$ cat src/design/pdts_pkg.sv
// pdts_pkg: shared constants, codes and control types of the priority delay task scheduler
// no dependencies; imported by every module of the block
`default_nettype none

package pdts_pkg;

  localparam int MaxTasks   = 16;
  localparam int CntW       = $clog2(MaxTasks + 1);
  localparam int IdxW       = $clog2(MaxTasks);
  localparam int IdW        = 8;
  localparam int PrioW      = 8;
  localparam int DelayW     = 16;
  localparam int TaskCountW = 5;

  typedef enum logic [1:0] {
    ACT_INSERT   = 2'd0,
    ACT_DELETE   = 2'd1,
    ACT_TICK     = 2'd2,
    ACT_SCHEDULE = 2'd3
  } act_e;

  typedef enum logic [1:0] {
    STAT_OK        = 2'd0,
    STAT_FULL      = 2'd1,
    STAT_NOT_FOUND = 2'd2,
    STAT_IDLE      = 2'd3
  } status_e;

  typedef enum logic [1:0] {
    ST_IDLE,
    ST_SCAN,
    ST_APPLY
  } state_e;

  // controller to datapath
  typedef struct packed {
    logic capture;
    logic step;
    logic apply;
  } pdts_cmd_t;

  // datapath to controller
  typedef struct packed {
    logic scan_done;
  } pdts_sts_t;

endpackage

`default_nettype wire

$ cat src/design/pdts_ctrl.sv
// pdts_ctrl: request sequencer (idle, table scan, apply) and result valid flag
// depends on pdts_pkg
`default_nettype none

module pdts_ctrl (
  input  wire logic               clk_i,
  input  wire logic               rst_ni,
  input  wire logic               in_valid_i,
  output logic                    in_stall_o,
  output logic                    out_valid_o,
  input  wire logic               out_stall_i,
  input  wire pdts_pkg::pdts_sts_t sts_i,
  output pdts_pkg::pdts_cmd_t     cmd_o
);
  import pdts_pkg::*;

  state_e state_q, state_d;
  logic   out_valid_q, out_valid_d;
  logic   out_free;

  assign out_free = !out_valid_q || !out_stall_i;

  always_comb begin
    state_d = state_q;
    case (state_q)
      ST_IDLE: begin
        if (in_valid_i) state_d = ST_SCAN;
      end
      ST_SCAN: begin
        if (sts_i.scan_done) state_d = ST_APPLY;
      end
      ST_APPLY: begin
        if (out_free) state_d = ST_IDLE;
      end
      default: state_d = ST_IDLE;
    endcase
  end

  always_comb begin
    cmd_o      = '0;
    in_stall_o = 1'b1;
    case (state_q)
      ST_IDLE: begin
        in_stall_o    = 1'b0;
        cmd_o.capture = in_valid_i;
      end
      ST_SCAN: begin
        cmd_o.step = !sts_i.scan_done;
      end
      ST_APPLY: begin
        cmd_o.apply = out_free;
      end
      default: ;
    endcase
  end

  // result register is only loaded once the previous result has gone
  assign out_valid_d = cmd_o.apply || (out_valid_q && out_stall_i);
  assign out_valid_o = out_valid_q;

  always_ff @(posedge clk_i or negedge rst_ni) begin
    if (!rst_ni) begin
      state_q     <= ST_IDLE;
      out_valid_q <= 1'b0;
    end else begin
      state_q     <= state_d;
      out_valid_q <= out_valid_d;
    end
  end

endmodule

`default_nettype wire

$ cat src/design/pdts_dp.sv
// pdts_dp: task table cells, scan pointer, request and result registers
// depends on pdts_pkg; sequenced by pdts_ctrl
`default_nettype none

module pdts_dp (
  input  wire logic                          clk_i,
  input  wire logic                          rst_ni,
  input  wire logic [1:0]                    action_i,
  input  wire logic [pdts_pkg::IdW-1:0]      task_id_i,
  input  wire logic [pdts_pkg::PrioW-1:0]    task_priority_i,
  input  wire logic [pdts_pkg::DelayW-1:0]   initial_delay_i,
  output logic [1:0]                         status_o,
  output logic [pdts_pkg::IdW-1:0]           selected_id_o,
  output logic [pdts_pkg::TaskCountW-1:0]    task_count_o,
  input  wire pdts_pkg::pdts_cmd_t           cmd_i,
  output pdts_pkg::pdts_sts_t                sts_o
);
  import pdts_pkg::*;

  // table, kept in priority order in slots 0 .. count-1
  logic [IdW-1:0]    id_q    [MaxTasks];
  logic [PrioW-1:0]  prio_q  [MaxTasks];
  logic [DelayW-1:0] delay_q [MaxTasks];
  logic [CntW-1:0]   count_q, count_d;
  logic [CntW-1:0]   ptr_q;

  // latched request
  act_e              act_q;
  logic [IdW-1:0]    req_id_q;
  logic [PrioW-1:0]  req_prio_q;
  logic [DelayW-1:0] req_delay_q;

  // result register
  status_e           status_q, status_d;
  logic [IdW-1:0]    sel_q, sel_d;
  logic [CntW-1:0]   res_count_q;

  logic [IdxW-1:0]   rd_idx;
  logic [IdW-1:0]    rd_id;
  logic [PrioW-1:0]  rd_prio;
  logic [DelayW-1:0] rd_delay;
  logic              in_range;
  logic              full;
  logic              hit;

  assign rd_idx   = ptr_q[IdxW-1:0];
  assign rd_id    = id_q[rd_idx];
  assign rd_prio  = prio_q[rd_idx];
  assign rd_delay = delay_q[rd_idx];
  assign in_range = ptr_q < count_q;
  assign full     = count_q == CntW'(MaxTasks);

  always_comb begin
    case (act_q)
      ACT_INSERT:   hit = full || (rd_prio > req_prio_q);
      ACT_DELETE:   hit = rd_id == req_id_q;
      ACT_TICK:     hit = 1'b1;
      ACT_SCHEDULE: hit = rd_delay == '0;
      default:      hit = 1'b1;
    endcase
  end

  assign sts_o.scan_done = !in_range || hit;

  // outcome of the request at the point where the scan stopped
  always_comb begin
    status_d = STAT_OK;
    sel_d    = '0;
    count_d  = count_q;
    case (act_q)
      ACT_INSERT: begin
        if (full) status_d = STAT_FULL;
        else      count_d  = count_q + 1'b1;
      end
      ACT_DELETE: begin
        if (in_range) count_d  = count_q - 1'b1;
        else          status_d = STAT_NOT_FOUND;
      end
      ACT_TICK: ;
      ACT_SCHEDULE: begin
        if (in_range) sel_d    = rd_id;
        else          status_d = STAT_IDLE;
      end
      default: ;
    endcase
  end

  always_ff @(posedge clk_i or negedge rst_ni) begin
    if (!rst_ni) begin
      count_q <= '0;
      ptr_q   <= '0;
    end else begin
      if (cmd_i.capture)   ptr_q <= '0;
      else if (cmd_i.step) ptr_q <= ptr_q + 1'b1;
      if (cmd_i.apply) count_q <= count_d;
    end
  end

  always_ff @(posedge clk_i) begin
    if (cmd_i.capture) begin
      act_q       <= act_e'(action_i);
      req_id_q    <= task_id_i;
      req_prio_q  <= task_priority_i;
      req_delay_q <= initial_delay_i;
    end
    if (cmd_i.apply) begin
      status_q    <= status_d;
      sel_q       <= sel_d;
      res_count_q <= count_d;
    end
  end

  // each cell loads from itself, its neighbours or the request
  for (genvar k = 0; k < MaxTasks; k++) begin : g_cell
    localparam int Prev = (k > 0) ? k - 1 : 0;
    localparam int Next = (k < MaxTasks - 1) ? k + 1 : k;
    localparam logic [CntW-1:0] KPos = CntW'(k);

    always_ff @(posedge clk_i) begin
      if (cmd_i.apply) begin
        case (act_q)
          ACT_INSERT: begin
            if (!full) begin
              if (KPos == ptr_q) begin
                id_q[k]    <= req_id_q;
                prio_q[k]  <= req_prio_q;
                delay_q[k] <= req_delay_q;
              end else if (k > 0 && KPos > ptr_q && KPos <= count_q) begin
                id_q[k]    <= id_q[Prev];
                prio_q[k]  <= prio_q[Prev];
                delay_q[k] <= delay_q[Prev];
              end
            end
          end
          ACT_DELETE: begin
            if (in_range && k < MaxTasks - 1 && KPos >= ptr_q) begin
              id_q[k]    <= id_q[Next];
              prio_q[k]  <= prio_q[Next];
              delay_q[k] <= delay_q[Next];
            end
          end
          ACT_TICK: begin
            if (delay_q[k] != '0) delay_q[k] <= delay_q[k] - 1'b1;
          end
          default: ;
        endcase
      end
    end
  end

  assign status_o      = status_q;
  assign selected_id_o = sel_q;
  assign task_count_o  = TaskCountW'(res_count_q);

endmodule

`default_nettype wire

$ cat src/design/priority_delay_task_scheduler.sv
// priority_delay_task_scheduler: one request at a time, table scanned one slot per cycle
// until the first match, then updated in the apply state once the result register is free
// a tick always stops its scan at slot 0; the other actions may scan all MaxTasks slots
// a new request is taken while the previous result is still stalled at the output register
// reset: table empty, no result pending; slot contents are only meaningful once written
`default_nettype none

module priority_delay_task_scheduler (
  input  wire logic                          clk_i,
  input  wire logic                          rst_ni,
  input  wire logic                          in_valid_i,
  output logic                               in_stall_o,
  input  wire logic [1:0]                    action_i,
  input  wire logic [pdts_pkg::IdW-1:0]      task_id_i,
  input  wire logic [pdts_pkg::PrioW-1:0]    task_priority_i,
  input  wire logic [pdts_pkg::DelayW-1:0]   initial_delay_i,
  output logic                               out_valid_o,
  input  wire logic                          out_stall_i,
  output logic [1:0]                         status_o,
  output logic [pdts_pkg::IdW-1:0]           selected_id_o,
  output logic [pdts_pkg::TaskCountW-1:0]    task_count_o
);
  import pdts_pkg::*;

  pdts_cmd_t cmd;
  pdts_sts_t sts;

  pdts_ctrl u_ctrl (
    .clk_i       (clk_i),
    .rst_ni      (rst_ni),
    .in_valid_i  (in_valid_i),
    .in_stall_o  (in_stall_o),
    .out_valid_o (out_valid_o),
    .out_stall_i (out_stall_i),
    .sts_i       (sts),
    .cmd_o       (cmd)
  );

  pdts_dp u_dp (
    .clk_i           (clk_i),
    .rst_ni          (rst_ni),
    .action_i        (action_i),
    .task_id_i       (task_id_i),
    .task_priority_i (task_priority_i),
    .initial_delay_i (initial_delay_i),
    .status_o        (status_o),
    .selected_id_o   (selected_id_o),
    .task_count_o    (task_count_o),
    .cmd_i           (cmd),
    .sts_o           (sts)
  );

endmodule

`default_nettype wire

$ cat config.mk
export PLATFORM = sky130hd
export DESIGN_NAME = priority_delay_task_scheduler
export DESIGN_NICKNAME = d
export VERILOG_FILES = /design/src/design/pdts_pkg.sv /design/src/design/pdts_ctrl.sv /design/src/design/pdts_dp.sv /design/src/design/priority_delay_task_scheduler.sv
export SDC_FILE = /design/constraint.sdc
export NUM_CORES = 2
export LEC_CHECK = 0
export BUFFER_PORTS_ARGS = -buffer_cell sky130_fd_sc_hd__buf_2
export CAP_MARGIN = 10
export CORE_ASPECT_RATIO = 1.2
export CORE_MARGIN = 3
export CORE_UTILIZATION = 30
export CTS_CLUSTER_SIZE = 14
export DETAILED_ROUTE_END_ITERATION = 8
export GPL_ROUTABILITY_DRIVEN = 0
export GPL_TIMING_DRIVEN = 0
export SETUP_SLACK_MARGIN = 0.3
export SYNTH_ARGS = -nofsm -noshare
export SYNTH_HDL_FRONTEND = slang
export SYNTH_SLANG_ARGS = --single-unit
$ cat constraint.sdc
create_clock -name clk_i -period 4.5 [get_ports clk_i]
set_input_delay 0.225 -clock clk_i [delete_from_list [all_inputs] [get_ports clk_i]]
set_output_delay 0.225 -clock clk_i [all_outputs]
set_load 0.03 [all_outputs]
==> flow_summary.yaml <==
place:
  dp.cells: 5596
  dp.final_hpwl_um: 121000
  port-buffer-count: 54
floorplan:
  floorplan.die_area_um2: 133400
  core_um2: 127400
  floorplan.die.height_um: 399.5
  die_w_um: 333.9
  fp-row-count: 143
  num_io_pins: 55
  floorplan.initialDensity_pct: 30.38
yosys:
  post_synthesis_adder_cell_area_fraction_pct: 1.681
  synth.top_cell.area_share_pct: 43.52
  synth_area_leaders: "edfxtp_1 (44%), mux2i_1 (13%), a211oi_1 (4.0%)"
  synth_top_flop_cell: "edfxtp_1"
  synth_seq_cells: 574
  synth_xor_xnor_area_share_pct: 4.775
  synth_sequential_area_ratio_pct: 44.36
  yosys.cell_count.top_type: "edfxtp_1"
  synth_nets: 3952
  synth_top_area_cell: "edfxtp_1"
  dominant_combinational_cell_family_by_area_after_synthesis: "multiplexers"
  synth.yosys.warnings: 0
  synth.distinct_cells: 73
  yosys-mux-area-fraction_pct: 17.48
  synthArstFlopShare_pct: 2.265
  synth-simple-area-share_pct: 13.02
  synth-edff-count: 561
  syn-mean-instance-area_um2: 10.02
  post_synth_inst_count: 3862
  synth_area_um2: 38710
  post_synth_most_frequent_cells: "edfxtp_1 (561), mux2i_1 (491), nor2_1 (384), nand2_1 (381), o21ai_0 (284)"
  synth_compound_gate_area_share_pct: 14.21
timing:
  timing.slew.headroom_pct: 6.447
  rsz0062_at_grt: "true"
  timing.final.crit_share_pct: 98.52
  worst-slew-pin-transition_ns: 1.403
  hold_ws_ns: 0.1794
  finalSetupViolations: 0
  fmax_ghz: 0.2256
  timing_hold_violations_final: 0
  fin_crit_ns: 4.434
  timing.clock.skew_ns: 0.04919
  count_of_pins_over_their_slew_limit: 0
routing:
  drt-vias-per-instance: 6.029
  wire_per_inst_um: 28.49
  drt_pass1_iterations: 8
  routed-via-count: 35070
  drtAntennaViolNets: 0
  drc: 0
  drt-total-wl_um: 165700
  drt_first_iter_violations: 4939
grt:
  grt_max_degree: 22
  grt_overflow: 0
  grt_util_met2_pct: 37.51
  antenna_found_initial: 11
  number_of_global_route_vias_before_repair: 33851
  grt_most_used_layer: "met2"
  global_route.usage.met1_pct: 29.43
  track_usage_pct: 24.06
  grt_use_met3_pct: 5.149
  grt_first_pass_wirelength_um: 237000
setup_path:
  worst-r2r-setup-slack_ns: 0.07
  cp-start-kind: "register"
  worst-endpoint-required_ns: 5.03
  path_class: "register to register"
  worst_ep_arrival_time_ns: 4.96
  setup.worst_path.end_class: "register"
  worstPathMaxFanout: 10
clock_network:
  cts-htree-levels: 3
  insertion_delay_ns: 0.66
  numCtsBuffers: 70
  cts_tree: "done"
  clock_pin_slew_worst_setup_and_hold_paths_ns: 0.07
  clockRootBuffer: "clkbuf_16"
  cts_max_path_bufs: 3
  cts_sinks: 574
pwr:
  ir_worst_vdd_mv: 0.4252
  cell_internal_pwr_w: 0.01397
  p_seq_share_pct: 36.2
  switching_share_pct: 41.69
  power_frac_clock_pct: 23.1
  total_switching_power_w: 0.009984
  power.density_nw_per_um2: 532.2
  part_of_the_total_power_dissipated_in_combinational_logic_pct: 40.6
  power.static_leakage_nw: 15.69
worst_hold_path:
  worstHoldPathType: "input pin to asynchronous set/reset pin"
layout:
  stdcell_count: 5817
  final_net_count: 4184
  area_growth_pct: 16.26
  final_layout_size_suffix_gt1_share_pct: 11.82
  filler_cell_count: 12861
  utilization_pct: 35.32
flow_run:
  cap_violations: 0
outcome:
  outcome: "finished, final reports clean"
layout by cell type, fill, tap and decap left out, types with 48 or more instances in the layout:
| master | synthesis | layout |
|---|---|---|
| xor2_1 | 64 | 64 |
| nand2_1 | 381 | 378 |
| buf_2 | 64 | 99 |
| mux4_2 | 63 | 63 |
| nor2_1 | 384 | 379 |
| xnor2_1 | 147 | 146 |
| edfxtp_1 | 561 | 561 |
| nor4_1 | 75 | 75 |
| inv_1 | 62 | 60 |
| mux2i_1 | 491 | 491 |
| clkbuf_1 | 242 | 240 |
| nor3_1 | 86 | 85 |
| clkbuf_16 | 0 | 72 |
| ha_1 | 52 | 48 |
| a21oi_1 | 280 | 271 |
| a211oi_1 | 204 | 199 |
| o21ai_0 | 284 | 278 |
| buf_4 | 9 | 50 |
per-layer routing:
layer	vias to the layer above	part of all wire (%)
li1	14887	-
met1	16919	36
met2	2514	44
met3	744	11
met4	6	8.8
met5	-	0.026
cell type report:
class | instances | area, µm² | area share [%]
plain buffers | 348 | 1832 | 4.071
inverters | 66 | 256.5 | 0.5700
multi-input cells | 2875 | 20130 | 44.74
well taps | 1667 | 2086 | 4.635
repair buffers | 159 | 1381 | 3.070
diodes | 4 | 10.01 | 0.02224
clock inverters | 32 | 242.7 | 0.5394
flip-flops and latches | 574 | 17170 | 38.16
clock buffers | 92 | 1886 | 4.190
power groups by stage:
stage | logic (W) | registers, W | clock network [W]
after floorplan | 0.00551 | 0.00807 | 0
after global placement | 0.00828 | 0.00870 | 0
after detailed placement | 0.00850 | 0.00868 | 0
after CTS | 0.00926 | 0.00858 | 0.00557
after global routing | 0.0102 | 0.00868 | 0.00576
final | 0.00973 | 0.00868 | 0.00554
worst max-delay path, cell delays in order, from the launching register on:
cell	delay (ns)
dfrtp_1	0.36
buf_6	0.14
buf_4	0.20
buf_2	0.48
clkinv_1	0.60
nor4_1	0.77
or4_1	0.21
nand3_1	0.07
nor4_1	0.34
a211oi_1	0.25
o31ai_4	0.36
buf_12	0.16
buf_6	0.11
mux2i_1	0.18
nor2_1	0.06
flip-flops by register name, summed over array words and instances, names as in the netlist:
name and cells:
u_dp.count_q 5, u_dp.prio_q 128, u_ctrl.out_valid_o 1, u_dp.task_count_o 5, u_dp.act_q 2, u_dp.req_id_q 8, u_dp.selected_id_o 8, u_dp.delay_q 256
u_dp.id_q 128, u_ctrl.state_q 2, u_dp.req_prio_q 8, u_dp.req_delay_q 16, u_dp.ptr_q 5, u_dp.status_o 2
path summary, 6_finish.rpt:
kind | startpoint | endpoint | cells after the start
worst max-delay path | u_dp.ptr_q[2]$_DFFE_PN0P_ | u_dp.ptr_q[1]$_DFFE_PN0P_ | 14
worst min-delay path | rst_ni | u_dp.count_q[3]$_DFFE_PN0P_ | 2
worst max register to register | u_dp.ptr_q[2]$_DFFE_PN0P_ | u_dp.ptr_q[1]$_DFFE_PN0P_ | 14
worst min register to register | u_dp.prio_q[15][5]$_DFFE_PP_ | u_dp.prio_q[14][5]$_DFFE_PP_ | 2
max in group asynchronous | rst_ni | u_dp.ptr_q[1]$_DFFE_PN0P_ | 2
min in group clk_i | initial_delay_i[1] | u_dp.req_delay_q[1]$_DFFE_PP_ | 2
timing repair:
item                       in CTS  in global routing
setup endpoints to repair     818                535
hold endpoints to repair       50                  0
buffers inserted               53                  1
pin swaps                      22                  9
hold buffers                   37                  0
resized for setup             118                 52
gates cloned                    1                  0
kinds of logic after synthesis:
logic type / count (synthesis)
multiplexers: 583
AND/OR/NAND/NOR: 1115
AO/OA/AOI/OAI: 913
buffers and inverters: 414
adder cells (fa/ha/maj): 52
XOR/XNOR: 211
flip-flops: 574
stage by stage:
stage	total power (W)	setup TNS, ns	setup WS, ns	area, µm²
global route	0.02462	0	0.08192	44990
global placement	0.01698	-1091.92	-2.268	41100
floorplan	0.01357	0	0.2271	38750
detailed placement	0.01718	-278.74	-1.543	41350
CTS	0.02341	0	0.06082	44800
finish	0.02395	0	0.06641	45000
Power figures use the tool's default switching activity.
